<file path="config.mk">
export PLATFORM = sky130hd
export DESIGN_NAME = extended_gcd_unit_top
export DESIGN_NICKNAME = d
export VERILOG_FILES = /design/src/rtl/egcd_pkg.sv /design/src/rtl/egcd_step.sv /design/src/rtl/extended_gcd_unit_top.sv
export SDC_FILE = /design/constraint.sdc
export NUM_CORES = 1
export LEC_CHECK = 0
export ABC_CLOCK_PERIOD_IN_PS = 6600
export BUFFER_PORTS_ARGS = -buffer_cell sky130_fd_sc_hd__buf_2
export CORE_UTILIZATION = 37
export DETAILED_ROUTE_END_ITERATION = 8
export SLEW_MARGIN = 10
export SYNTH_ARGS = -nofsm -noshare
export SYNTH_HDL_FRONTEND = slang
export SYNTH_HIERARCHICAL = 1
export SYNTH_SLANG_ARGS = --single-unit
</file>
<file path="constraint.sdc">
create_clock -name aclk -period 6.6 [get_ports aclk]
set_input_delay 0.99 -clock aclk [delete_from_list [all_inputs] [get_ports aclk]]
set_output_delay 0.99 -clock aclk [all_outputs]
set_load 0.02 [all_outputs]
</file>
<file path="src/rtl/egcd_pkg.sv">
// Package for the extended GCD unit.
// Holds the sequencer state type shared by the top level; no dependencies.
package egcd_pkg;

    typedef enum logic [4:0] {
        ST_IDLE   = 5'b00001,
        ST_CHECK  = 5'b00010,
        ST_DIV    = 5'b00100,
        ST_UPDATE = 5'b01000,
        ST_FINISH = 5'b10000
    } egcd_state_t;

endpackage

</file>
<file path="src/rtl/egcd_step.sv">
// One restoring-division step with shift-add quotient products for the extended GCD unit.
// Purely combinational; used once per cycle in the division state by the sequencer in extended_gcd_unit_top.
module egcd_step #(
    parameter int W  = 31,
    parameter int CW = 32
) (
    input  logic [W-1:0]  rem,
    input  logic [W-1:0]  dq,
    input  logic [W-1:0]  divisor,
    input  logic [CW-1:0] xc,
    input  logic [CW-1:0] yc,
    input  logic [CW-1:0] accx,
    input  logic [CW-1:0] accy,
    output logic [W-1:0]  rem_out,
    output logic [W-1:0]  dq_out,
    output logic [CW-1:0] accx_out,
    output logic [CW-1:0] accy_out
);

    logic [W:0] trial;
    logic [W:0] diff;
    logic       qbit;

    // The partial remainder stays below the divisor, so the trial value is below
    // twice the divisor and one subtract settles each quotient bit.
    assign trial = {rem, dq[W-1]};
    assign diff  = trial - {1'b0, divisor};
    assign qbit  = ~diff[W];

    assign rem_out = qbit ? diff[W-1:0] : trial[W-1:0];
    assign dq_out  = {dq[W-2:0], qbit};

    // Quotient bits arrive MSB first, so q*xc builds up by doubling and adding.
    assign accx_out = {accx[CW-2:0], 1'b0} + (qbit ? xc : '0);
    assign accy_out = {accy[CW-2:0], 1'b0} + (qbit ? yc : '0);

endmodule

</file>
<file path="src/rtl/extended_gcd_unit_top.sv">
// Top level of the extended GCD unit: sequencer, operand and coefficient registers,
// output register. Depends on egcd_pkg and egcd_step.
//
//  channel | ports                                      | dir | beat
//  input   | s_valid s_ready s_a_value s_b_value        | in  | one operand pair
//  result  | m_valid m_ready m_gcd_value m_coef_a/b     | out | gcd and Bezout pair
//
// Each Euclid round runs OPERAND_WIDTH steps of the single restoring-division step,
// then an update state and a zero check. An item is accepted in idle, runs its rounds
// and then loads the output register in the finish state.
// Reset is synchronous and active low and clears only control state.
// The next pair is accepted while a finished result waits in the output register.
module extended_gcd_unit_top #(
    parameter int OPERAND_WIDTH = 31
) (
    input  logic                       aclk,
    input  logic                       aresetn,
    input  logic                       s_valid,
    output logic                       s_ready,
    input  logic [OPERAND_WIDTH-1:0]   s_a_value,
    input  logic [OPERAND_WIDTH-1:0]   s_b_value,
    output logic                       m_valid,
    input  logic                       m_ready,
    output logic [OPERAND_WIDTH-1:0]   m_gcd_value,
    output logic signed [OPERAND_WIDTH:0] m_coef_a,
    output logic signed [OPERAND_WIDTH:0] m_coef_b
);

    localparam int W     = OPERAND_WIDTH;
    localparam int CW    = OPERAND_WIDTH + 1;
    localparam int CNT_W = $clog2(OPERAND_WIDTH);

    egcd_pkg::egcd_state_t state_reg, state_next;

    logic [CNT_W-1:0] cnt_reg, cnt_next;
    logic [W-1:0]     a_reg, a_next;
    logic [W-1:0]     b_reg, b_next;
    logic [W-1:0]     rem_reg, rem_next;
    logic [W-1:0]     dq_reg, dq_next;
    logic [CW-1:0]    xp_reg, xp_next, xc_reg, xc_next;
    logic [CW-1:0]    yp_reg, yp_next, yc_reg, yc_next;
    logic [CW-1:0]    accx_reg, accx_next, accy_reg, accy_next;

    logic             m_valid_reg, m_valid_next;
    logic [W-1:0]     gcd_reg, gcd_next;
    logic [CW-1:0]    coefa_reg, coefa_next, coefb_reg, coefb_next;

    logic [W-1:0]     step_rem, step_dq;
    logic [CW-1:0]    step_accx, step_accy;

    egcd_step #(
        .W  (W),
        .CW (CW)
    ) u_step (
        .rem      (rem_reg),
        .dq       (dq_reg),
        .divisor  (b_reg),
        .xc       (xc_reg),
        .yc       (yc_reg),
        .accx     (accx_reg),
        .accy     (accy_reg),
        .rem_out  (step_rem),
        .dq_out   (step_dq),
        .accx_out (step_accx),
        .accy_out (step_accy)
    );

    assign s_ready     = (state_reg == egcd_pkg::ST_IDLE);
    assign m_valid     = m_valid_reg;
    assign m_gcd_value = gcd_reg;
    assign m_coef_a    = coefa_reg;
    assign m_coef_b    = coefb_reg;

    always_comb begin
        state_next   = state_reg;
        cnt_next     = cnt_reg;
        a_next       = a_reg;
        b_next       = b_reg;
        rem_next     = rem_reg;
        dq_next      = dq_reg;
        xp_next      = xp_reg;
        xc_next      = xc_reg;
        yp_next      = yp_reg;
        yc_next      = yc_reg;
        accx_next    = accx_reg;
        accy_next    = accy_reg;
        gcd_next     = gcd_reg;
        coefa_next   = coefa_reg;
        coefb_next   = coefb_reg;
        m_valid_next = m_valid_reg & ~m_ready;

        unique case (state_reg)
            egcd_pkg::ST_IDLE: begin
                if (s_valid) begin
                    a_next     = s_a_value;
                    b_next     = s_b_value;
                    xp_next    = CW'(1);
                    xc_next    = '0;
                    yp_next    = '0;
                    yc_next    = CW'(1);
                    state_next = egcd_pkg::ST_CHECK;
                end
            end
            egcd_pkg::ST_CHECK: begin
                if (b_reg == '0) begin
                    state_next = egcd_pkg::ST_FINISH;
                end else begin
                    rem_next   = '0;
                    dq_next    = a_reg;
                    accx_next  = '0;
                    accy_next  = '0;
                    cnt_next   = CNT_W'(OPERAND_WIDTH - 1);
                    state_next = egcd_pkg::ST_DIV;
                end
            end
            egcd_pkg::ST_DIV: begin
                rem_next  = step_rem;
                dq_next   = step_dq;
                accx_next = step_accx;
                accy_next = step_accy;
                if (cnt_reg == '0) begin
                    state_next = egcd_pkg::ST_UPDATE;
                end else begin
                    cnt_next = cnt_reg - CNT_W'(1);
                end
            end
            egcd_pkg::ST_UPDATE: begin
                // The accumulators now hold q times the current coefficients.
                a_next     = b_reg;
                b_next     = rem_reg;
                xp_next    = xc_reg;
                xc_next    = xp_reg - accx_reg;
                yp_next    = yc_reg;
                yc_next    = yp_reg - accy_reg;
                state_next = egcd_pkg::ST_CHECK;
            end
            egcd_pkg::ST_FINISH: begin
                if (!m_valid_reg || m_ready) begin
                    gcd_next     = a_reg;
                    coefa_next   = xp_reg;
                    coefb_next   = yp_reg;
                    m_valid_next = 1'b1;
                    state_next   = egcd_pkg::ST_IDLE;
                end
            end
            default: begin
                state_next = egcd_pkg::ST_IDLE;
            end
        endcase
    end

    always_ff @(posedge aclk) begin
        if (!aresetn) begin
            state_reg   <= egcd_pkg::ST_IDLE;
            m_valid_reg <= 1'b0;
        end else begin
            state_reg   <= state_next;
            m_valid_reg <= m_valid_next;
        end
    end

    always_ff @(posedge aclk) begin
        cnt_reg   <= cnt_next;
        a_reg     <= a_next;
        b_reg     <= b_next;
        rem_reg   <= rem_next;
        dq_reg    <= dq_next;
        xp_reg    <= xp_next;
        xc_reg    <= xc_next;
        yp_reg    <= yp_next;
        yc_reg    <= yc_next;
        accx_reg  <= accx_next;
        accy_reg  <= accy_next;
        gcd_reg   <= gcd_next;
        coefa_reg <= coefa_next;
        coefb_reg <= coefb_next;
    end

endmodule

</file>
* After elaboration in Yosys (flattened, before gate mapping)
Cells that the tools add are included.
** Word-level totals
- Bits in registers :: 422
- Input bits :: 66
- Output and inout bits :: 97
- Logic and storage cells :: 76
** Cells by class
- Add/sub/neg operators :: 6
- Equality and inequality tests :: 10
- Mux-type cells :: 30
- Bitwise gates (word level) :: 3
- Reduce and logical (&&, ||, !) cells :: 11
** Operators by type and width (number)
- case mux 32 bit (2 select lines) :: 6
- case mux 31 bit (2 select lines) :: 4
- two-way mux 32 bit :: 5
- two-way mux 31 bit :: 5
- adder 32 bit :: 2
- subtractor 32 bit :: 2
- subtractor 32 x 31 -> 32 bit :: 1
- zero test 31 bit :: 1
- two-way mux 5 bit :: 6
- case mux 5 bit (5 select lines) :: 1
- != test 2 bit, second input constant :: 5
- case mux 5 bit (2 select lines) :: 1
- AND reduction 2 bit :: 3
- AND reduction 3 bit :: 2
- equality test 5 x 1 -> 1 bit, second input constant :: 1
- equality test 5 x 2 -> 1 bit, second input constant :: 1
- equality test 5 x 3 -> 1 bit, second input constant :: 1
- equality test 5 x 4 -> 1 bit, second input constant :: 1
- equality test 5 bit, second input constant :: 1
- zero test 5 bit :: 1
- subtractor 5 x 1 -> 5 bit, second input constant :: 1
- nonzero test 2 bit :: 2
- two-way mux 1 bit :: 2
- NOT 1 bit :: 2
- other kinds (3) :: 3

* Logic depth before layout (Yosys ltp)
Gate-level depths: netlist (run 1).
- Depth after elaboration :: 4
- Mapped depth :: 26
- Mapped depth without buffers :: 22

* Hierarchy
The synthesis (run 1) kept the hierarchy.
** By module, submodules not included
- extended_gcd_unit_top :: instances 1, cells each 1636, area an instance 19383.6 µm², seq. area each 12612.1 µm²
- egcd_step :: instances 1, cells each 837, area an instance 6017.0 µm², seq. area each 0.0 µm²

* Worst setup path after synthesis (run 1)
Ideal clock, no wire load.
- Path kind :: reg-to-reg
- From :: register state_reg[4]
- To :: register accx_reg[0] (enable)
- Library setup time :: 0.612 ns
- Data arrival time :: 6.123 ns
- Data required time :: 5.988 ns
- Slack :: -0.136 ns
- Stages on the path, launching flop included :: 5
- Buffers on the path :: 0
- Period minus slack after synthesis :: 6.736 ns
- Path through :: dfxtp_1 > nor3_1 > nand3b_1 > and2_1 > nor2_1
** On the way
- Cells in the longest elaborated chain, start to end :: 3
- Elaborated cells between the ends (all ways) :: 5
- Classes of those cells :: 3 x eq/ne; 2 x reduce/logical
** Ends and longest elaborated chain
- start, declared :: RTL line extended_gcd_unit_top.sv:33 : egcd_pkg::egcd_state_t state_reg, state_next;
- start signal, assigned :: RTL line extended_gcd_unit_top.sv:154 : state_reg <= egcd_pkg::ST_IDLE;
- start signal, assigned :: RTL line extended_gcd_unit_top.sv:157 : state_reg <= state_next;
- equality test 5 x 2 -> 1 bit / equality test 5 x 3 -> 1 bit (equally long branches) :: RTL line extended_gcd_unit_top.sv:92 : unique case (state_reg)
- != test 2 bit (no line) / nonzero test 2 bit (equally long branches)
- AND reduction 2 bit (no line) (*)
- end signal, assigned :: RTL line extended_gcd_unit_top.sv:172 : accx_reg <= accx_next;
- end, declared :: RTL line extended_gcd_unit_top.sv:42 : logic [CW-1:0] accx_reg, accx_next, accy_reg, accy_next;
Mark *: on every way between the ends. The rest lies on a longest branch, timed or not.
A chain may end at the register's enable or synchronous reset.

* Worst setup path in the final report (run 1)
- From :: register rem_reg[7]
- To :: register accy_reg[31], data pin
** On the way
- Cells in the longest elaborated chain, start to end :: 4
** Ends and longest elaborated chain
- start, declared :: RTL line extended_gcd_unit_top.sv:38 : logic [W-1:0] rem_reg, rem_next;
- start signal, assigned :: RTL line extended_gcd_unit_top.sv:166 : rem_reg <= rem_next;
- subtractor 32 x 31 -> 32 bit :: RTL line egcd_step.sv:27 : assign diff = trial - {1'b0, divisor};
- two-way mux 32 bit :: RTL line egcd_step.sv:35 : assign accy_out = {accy[CW-2:0], 1'b0} + (qbit ? yc : '0);
- adder 32 bit :: RTL line egcd_step.sv:35
- named net step_accy[31] :: RTL line extended_gcd_unit_top.sv:49 : logic [CW-1:0] step_accx, step_accy;
- case mux 32 bit (2 select lines) :: RTL line extended_gcd_unit_top.sv:92
- end signal, assigned :: RTL line extended_gcd_unit_top.sv:173 : accy_reg <= accy_next;
- end, declared :: RTL line extended_gcd_unit_top.sv:42
The timed path passes the listed nets, and every way through them passes these cells.

==> run summary, run 1 <==
I/O pin count -> 163
setup TNS -> 0 ps
DRC -> 0
worst hold start -> a_reg[3]$_DFFE_PP_
crit path time final -> 5906 ps
CTS tree -> done
GPL Wtd Cong -> 0.9534
initial antenna violation count -> 0
synthesized instance count -> 2473
Crit Path Class -> reg2reg
Final Hold Fails -> 0
worst vdd ir -> 0.4772 mV
Hold Crit Class -> reg2reg
# resized after CTS -> 0
Worst Max-Slew Pin Slew -> 1102 ps
Rel. slew slack -> 0.2657
Die Y -> 264.0 µm
DR vias/cell -> 5.273
TritonCTS Buffers -> 49
Worst Skew -> 18.52 ps
1st-pass router iterations -> 5
H-tree depth -> 2
Post-synth ARST share -> 0
pin count of the biggest net entering global routing -> 123
count of different cell masters after synthesis -> 86
power consumption -> 11.47 mW
PD cells -> 402.9 nW/µm²
crit share post-route -> 0.8948
vias in the first global route -> 18130
max-slew violations -> 0
row count -> 95
clock sink count -> 422
Ys Warns -> 6
I/O Buffers -> 162
Required @ worst endpoint -> 6950 ps
layout cells sized above 1 -> 0.1221
Initial Util -> 0.3762
Max Root-Sink Buffers -> 3
final wirelength -> 61160 µm
fmax -> 169.3 MHz
Post-synth top flop -> edfxtp_1
hold buffers post-CTS -> 0
Die ar. -> 69700 µm²
Setup-failing EPs final -> 0
# diodes -> 0
detailed-route via count -> 18340
leakage -> 11.88 nW
Core Area -> 67510 µm²
Post-Syn Nets -> 2698
EDFF count, synth -> 416
P&R area growth vs syn -> 12.04%
Die Wd -> 264.0 µm
Total Routing Usage GR -> 0.1730
reg2reg start -> rem_reg[7]$_SDFFCE_PN0P_
synthesized area -> 25400 µm²
first-pass GRT wire length -> 97410 µm
DRT antenna net count -> 0
RSZ-0062 raised after global routing -> no
max capacitance violation total -> 0
sequential area share after synthesis -> 0.4965
Yosys reg bits -> 422
clk_lat worst skew -> 600 ps
crit path from -> rem_reg[7]$_SDFFCE_PN0P_
CP arrival -> 6250 ps
Worst-path clk slew -> 60 ps
status -> finished clean
worst hold margin -> 446.6 ps
grt ovf -> 0
Final HPWL DP -> 42260 µm
Post CTS Setup Buffer Count -> 0
Routed wire per std cell -> 17.58 µm
Avg Cell Area, Syn -> 10.27 µm²
CP Max Fanout -> 33
1st-iter DRT viols -> 980
Critical Path Start Type -> register
CP endpoint kind -> register
CTS Root Cell -> clkbuf_16
fin nets -> 2792
-- power by group --
part | leakage [nW] | internal [mW] | switching (mW)
clock | 0.816 | 1.75 | 1.15
combinational | 7.15 | 1.87 | 2.70
sequential | 3.92 | 3.67 | 0.328
-- cells in the mapped netlist, drive strengths merged, types with 5 or more instances --
cell,number,area share
dfxtp,6,0.0047
fa,5,0.0039
o31ai,12,0.0039
a21oi,143,0.029
xor2,46,0.016
a221oi,8,0.0030
nand2b,31,0.0076
clkbuf,72,0.011
o211ai,6,0.0018
mux2,26,0.015
edfxtp,416,0.49
o41ai,5,0.0020
nor2,148,0.022
nand3,38,0.0075
a31oi,29,0.0071
buf,59,0.016
a211oi,17,0.0061
xnor2,71,0.024
o21a,15,0.0044
a31o,5,0.0021
nand2,400,0.059
and3,21,0.0052
and2,231,0.057
nor2b,21,0.0052
nor4,13,0.0032
mux2i,10,0.0039
nand3b,5,0.0015
nor3,40,0.0083
inv,129,0.019
and4,6,0.0021
a211o,7,0.0024
o21bai,20,0.0059
nand4,31,0.0079
nor3b,6,0.0018
a21o,84,0.025
o21ai,84,0.017
ha,154,0.076
-- per-layer routing --
| layer | global-route usage | up-vias | share of wire |
|---|---|---|---|
| met5 | 0 | - | 0 |
| met4 | 0.05343 | 0 | 0.028 |
| met3 | 0.02629 | 105 | 0.047 |
| met2 | 0.2873 | 440 | 0.47 |
| met1 | 0.2315 | 8863 | 0.46 |
| li1 | - | 8932 | - |
-- critical path, stage by stage, from the launching register on --
cell	delay (ps)
edfxtp_1	420
ha_1	410
a21oi_2	230
o22ai_1	120
a2111oi_2	440
a211oi_2	200
o2111ai_2	210
a21oi_1	110
a211o_4	460
and2_1	230
ha_1	200
fa_1	410
a21oi_1	170
o21ai_1	110
o21ba_2	220
o41a_1	490
a21oi_2	270
o31ai_1	150
o41ai_2	290
o21ai_0	180
xnor3_1	190
and2_1	140
-- cell families after synthesis --
group                      share of synthesized area
xor gates and xnor gates                     0.04212
AOI/OAI and AO/OA                             0.1253
DFF                                           0.4965
adders and majority gates                    0.07980
muxes                                        0.01931
buffers and inverters                        0.04616
and+or+nand+nor                               0.1908
-- per-stage QoR --
| stage | instances | instance area, µm² | setup slack, ps | utilization |
|---|---|---|---|---|
| 6_report | 3478 | 28460 | 694.1 | 0.4215 |
| 5_1_grt | 3478 | 28460 | 155.9 | 0.4215 |
| 4_1_cts | 3478 | 28460 | 647.9 | 0.4215 |
| 3_5_place_dp | 3389 | 26770 | 670.5 | 0.3965 |
| 3_3_place_gp | 3389 | 26770 | 758.8 | 0.3965 |
| 2_1_floorplan | 2473 | 25400 | 716.6 | - |
-- path summary, 6_finish.rpt --
check                                                  end  slack (ps)  cells past startpoint
worst max-delay path            accy_reg[31]$_SDFFCE_PN0P_         690                     21
worst min-delay path              m_gcd_value[3]$_DFFE_PP_         450                      0
worst max register to register  accy_reg[31]$_SDFFCE_PN0P_         690                     21
worst min register to register    m_gcd_value[3]$_DFFE_PP_         450                      0
-- final cells by class --
type / count / area, µm²
clock buffer: 53 / 1241
timing repair buffer: 174 / 925.9
multi-input combinational: 1791 / 11660
fill: 6468 / 39060
tap: 873 / 1092
sequential: 422 / 12610
inverter: 129 / 484.2
clock inverter: 36 / 447.9
-- cell usage in the layout, fill, tap and decap left out, types with 7 or more instances in the layout --
master,netlist,routed
xor2_1,46,46
nor2b_1,21,20
clkbuf_16,0,49
a211oi_1,13,13
inv_1,129,129
clkinv_1,0,8
o31ai_1,10,10
nand4_1,30,30
clkinv_2,0,9
a221oi_1,7,7
nand2_1,399,399
o21ai_1,12,12
bufinv_16,0,10
o21ai_0,69,69
nand2b_1,31,31
buf_2,15,162
nor3_1,38,38
o21bai_1,20,20
a21oi_1,138,138
nor2_1,146,145
o21a_1,15,15
and2_1,231,231
nor4_1,13,13
edfxtp_1,416,416
a31oi_1,29,29
and3_1,21,20
a21o_1,84,83
buf_4,31,10
ha_1,154,154
mux2_4,26,26
xnor2_1,71,71
mux2i_1,10,10
nand3_1,38,38
No activity file was read; power rests on OpenSTA's default activity.
==> run 2, diff against run 1 <==
--- a/config.mk
+++ b/config.mk
@@ -7,7 +7,7 @@
 export LEC_CHECK = 0
 export ABC_CLOCK_PERIOD_IN_PS = 6600
 export BUFFER_PORTS_ARGS = -buffer_cell sky130_fd_sc_hd__buf_2
-export CORE_UTILIZATION = 37
+export CORE_UTILIZATION = 35
 export DETAILED_ROUTE_END_ITERATION = 8
 export SLEW_MARGIN = 10
 export SYNTH_ARGS = -nofsm -noshare
==> run 2 against run 1 <==
  * Maximum frequency fell by 2.6%
  * Critical endpoint unchanged
  * Worst setup slack worse by 160 ps
  * Largest cell class unchanged
  * Via count about the same
  * Flip-flop and latch count stayed put
==> run summary, run 2 (synthesis gave the netlist of run 1 again) <==
status -> finished clean
clk_lat worst skew -> 580 ps
Die Y -> 271.4 µm
TritonCTS Buffers -> 50
Post CTS Setup Buffer Count -> 0
1st-pass router iterations -> 6
max capacitance violation total -> 0
Critical Path Start Type -> register
Worst Skew -> 19.20 ps
PD cells -> 398.6 nW/µm²
CP arrival -> 6400 ps
largest stage delay on the critical path -> 510 ps
commonest non-fill, non-tap cell in the layout -> edfxtp_1
top sig layer -> met4
detailed-route via count -> 18330
Total Routing Usage GR -> 0.1644
CTS Root Cell -> clkbuf_16
worst hold start -> a_reg[22]$_DFFE_PP_
Core Area -> 71610 µm²
number of stages on the worst setup path -> 21
Crit path max-delay family -> compound AO/OA/AOI/OAI gates
GPL Wtd Cong -> 0.8990
power consumption -> 11.37 mW
DRC -> 0
final core utilization -> 0.3982
WP buf/inv -> 0
CP endpoint kind -> register
crit path time final -> 6066 ps
Worst Hold Depth -> 0
reg2reg start -> rem_reg[7]$_SDFFCE_PN0P_
1st-iter DRT viols -> 1235
Initial Util -> 0.3547
max-slew violations -> 0
crit path from -> rem_reg[7]$_SDFFCE_PN0P_
most frequent cells in the layout -> 416 x edfxtp_1, 399 x nand2_1, 231 x and2_1
leakage -> 11.86 nW
Routed wire per std cell -> 17.29 µm
worst hold margin -> 451.8 ps
Die ar. -> 73660 µm²
CP Cell Sequence -> ha_1, a21oi_2, o22ai_1, a2111oi_2, a211oi_2, o2111ai_2, a21oi_1, a211o_4, and2_1, ha_1, fa_1, a21oi_1, o21ai_1, o21ba_2, o41a_1, a21oi_2, o31ai_1, o41ai_2, o21ai_0, xnor3_1, and2_1
worst vdd ir -> 0.2372 mV
CTS tree -> done
# fillers -> 7033
row count -> 98
DRT met1 WL -> 28000 µm
Die Wd -> 271.4 µm
Max Root-Sink Buffers -> 3
fin nets -> 2793
layout cells sized above 1 -> 0.1227
Crit Path Class -> reg2reg
CP max stage cell -> a211o_4
routed wl met3 -> 3065 µm
# resized after CTS -> 0
DRT antenna net count -> 0
Hold Crit Class -> reg2reg
crit share post-route -> 0.9191
hold buffers post-CTS -> 0
Worst-path clk slew -> 60 ps
# diodes -> 0
initial antenna violation count -> 1
final wirelength -> 61500 µm
Final HPWL DP -> 42790 µm
DR vias/cell -> 5.152
grt ovf -> 0
pin count of the biggest net entering global routing -> 123
setup TNS -> 0 ps
H-tree depth -> 2
I/O Buffers -> 162
Required @ worst endpoint -> 6940 ps
FF-to-FF path depth -> 21
vias in the first global route -> 18620
RSZ-0062 raised after global routing -> no
Rel. slew slack -> 0.2878
clock sink count -> 422
P&R area growth vs syn -> 12.26%
Setup-failing EPs final -> 0
Worst Max-Slew Pin Slew -> 1068 ps
WL met2 -> 29090 µm
Final Hold Fails -> 0
CP Max Fanout -> 42
fmax -> 164.9 MHz
I/O pin count -> 163
first-pass GRT wire length -> 98090 µm
==> run 2: cell types whose count changed in the layout (fill, tap and decap cells not counted) <==
| cell | change |
|---|---|
| bufinv_16 | -5 |
| clkbuf_1 | +2 |
| clkbuf_16 | +2 |
| clkbuf_8 | +4 |
| clkinv_1 | -2 |
| clkinv_2 | +1 |
| clkinv_4 | +2 |
| clkinvlp_4 | +1 |
| inv_6 | -3 |
==> run 2: worst paths after layout <==
| kind | to | slack, ps |
|---|---|---|
| worst max register to register | accy_reg[31]$_SDFFCE_PN0P_ | 530 |
| worst min-delay path | m_gcd_value[22]$_DFFE_PP_ | 450 |
| worst max-delay path | accy_reg[31]$_SDFFCE_PN0P_ | 530 |
| worst min register to register | m_gcd_value[22]$_DFFE_PP_ | 450 |
==> run 2: per-layer routing <==
layer	global-route usage	vias up
met4	0.04509	0
li1	-	8932
met1	0.2193	8826
met5	0	-
met2	0.2773	474
met3	0.02379	93
==> run 2: worst reg2reg max path: stages, from the launching register on <==
cell and delay [ps]:
edfxtp_1 430, ha_1 410, a21oi_2 220, o22ai_1 110, a2111oi_2 460, a211oi_2 210, o2111ai_2 220, a21oi_1 110
a211o_4 510, and2_1 270, ha_1 210, fa_1 400, a21oi_1 180, o21ai_1 120, o21ba_2 230, o41a_1 490
a21oi_2 280, o31ai_1 160, o41ai_2 330, o21ai_0 180, xnor3_1 180, and2_1 140
==> run 2: cell type report <==
| type | instances | area [µm²] | area share |
|---|---|---|---|
| sequential | 422 | 12610 | 0.4423 |
| multi-input combinational | 1791 | 11660 | 0.4088 |
| clock buffer | 61 | 1354 | 0.04748 |
| tap | 950 | 1189 | 0.04169 |
| timing repair buffer | 174 | 925.9 | 0.03247 |
| inverter | 129 | 484.2 | 0.01698 |
| clock inverter | 30 | 294.0 | 0.01031 |
==> run 2: per-stage QoR <==
| step | cells | setup slack [ps] | instance area (µm²) |
|---|---|---|---|
| final | 3557 | 534.1 | 28510 |
| after global routing | 3557 | 160.9 | 28510 |
| after CTS | 3557 | 544.3 | 28510 |
| after detailed placement | 3466 | 558.4 | 26870 |
| after global placement | 3466 | 601.0 | 26870 |
| after floorplan | 2473 | 716.6 | 25400 |
==> run 2: where the power goes <==
part	total, mW	internal [mW]	switching (mW)	leakage [nW]
logic	4.60	1.88	2.73	7.15
clock network	2.79	1.65	1.13	0.797
registers	3.98	3.66	0.315	3.92
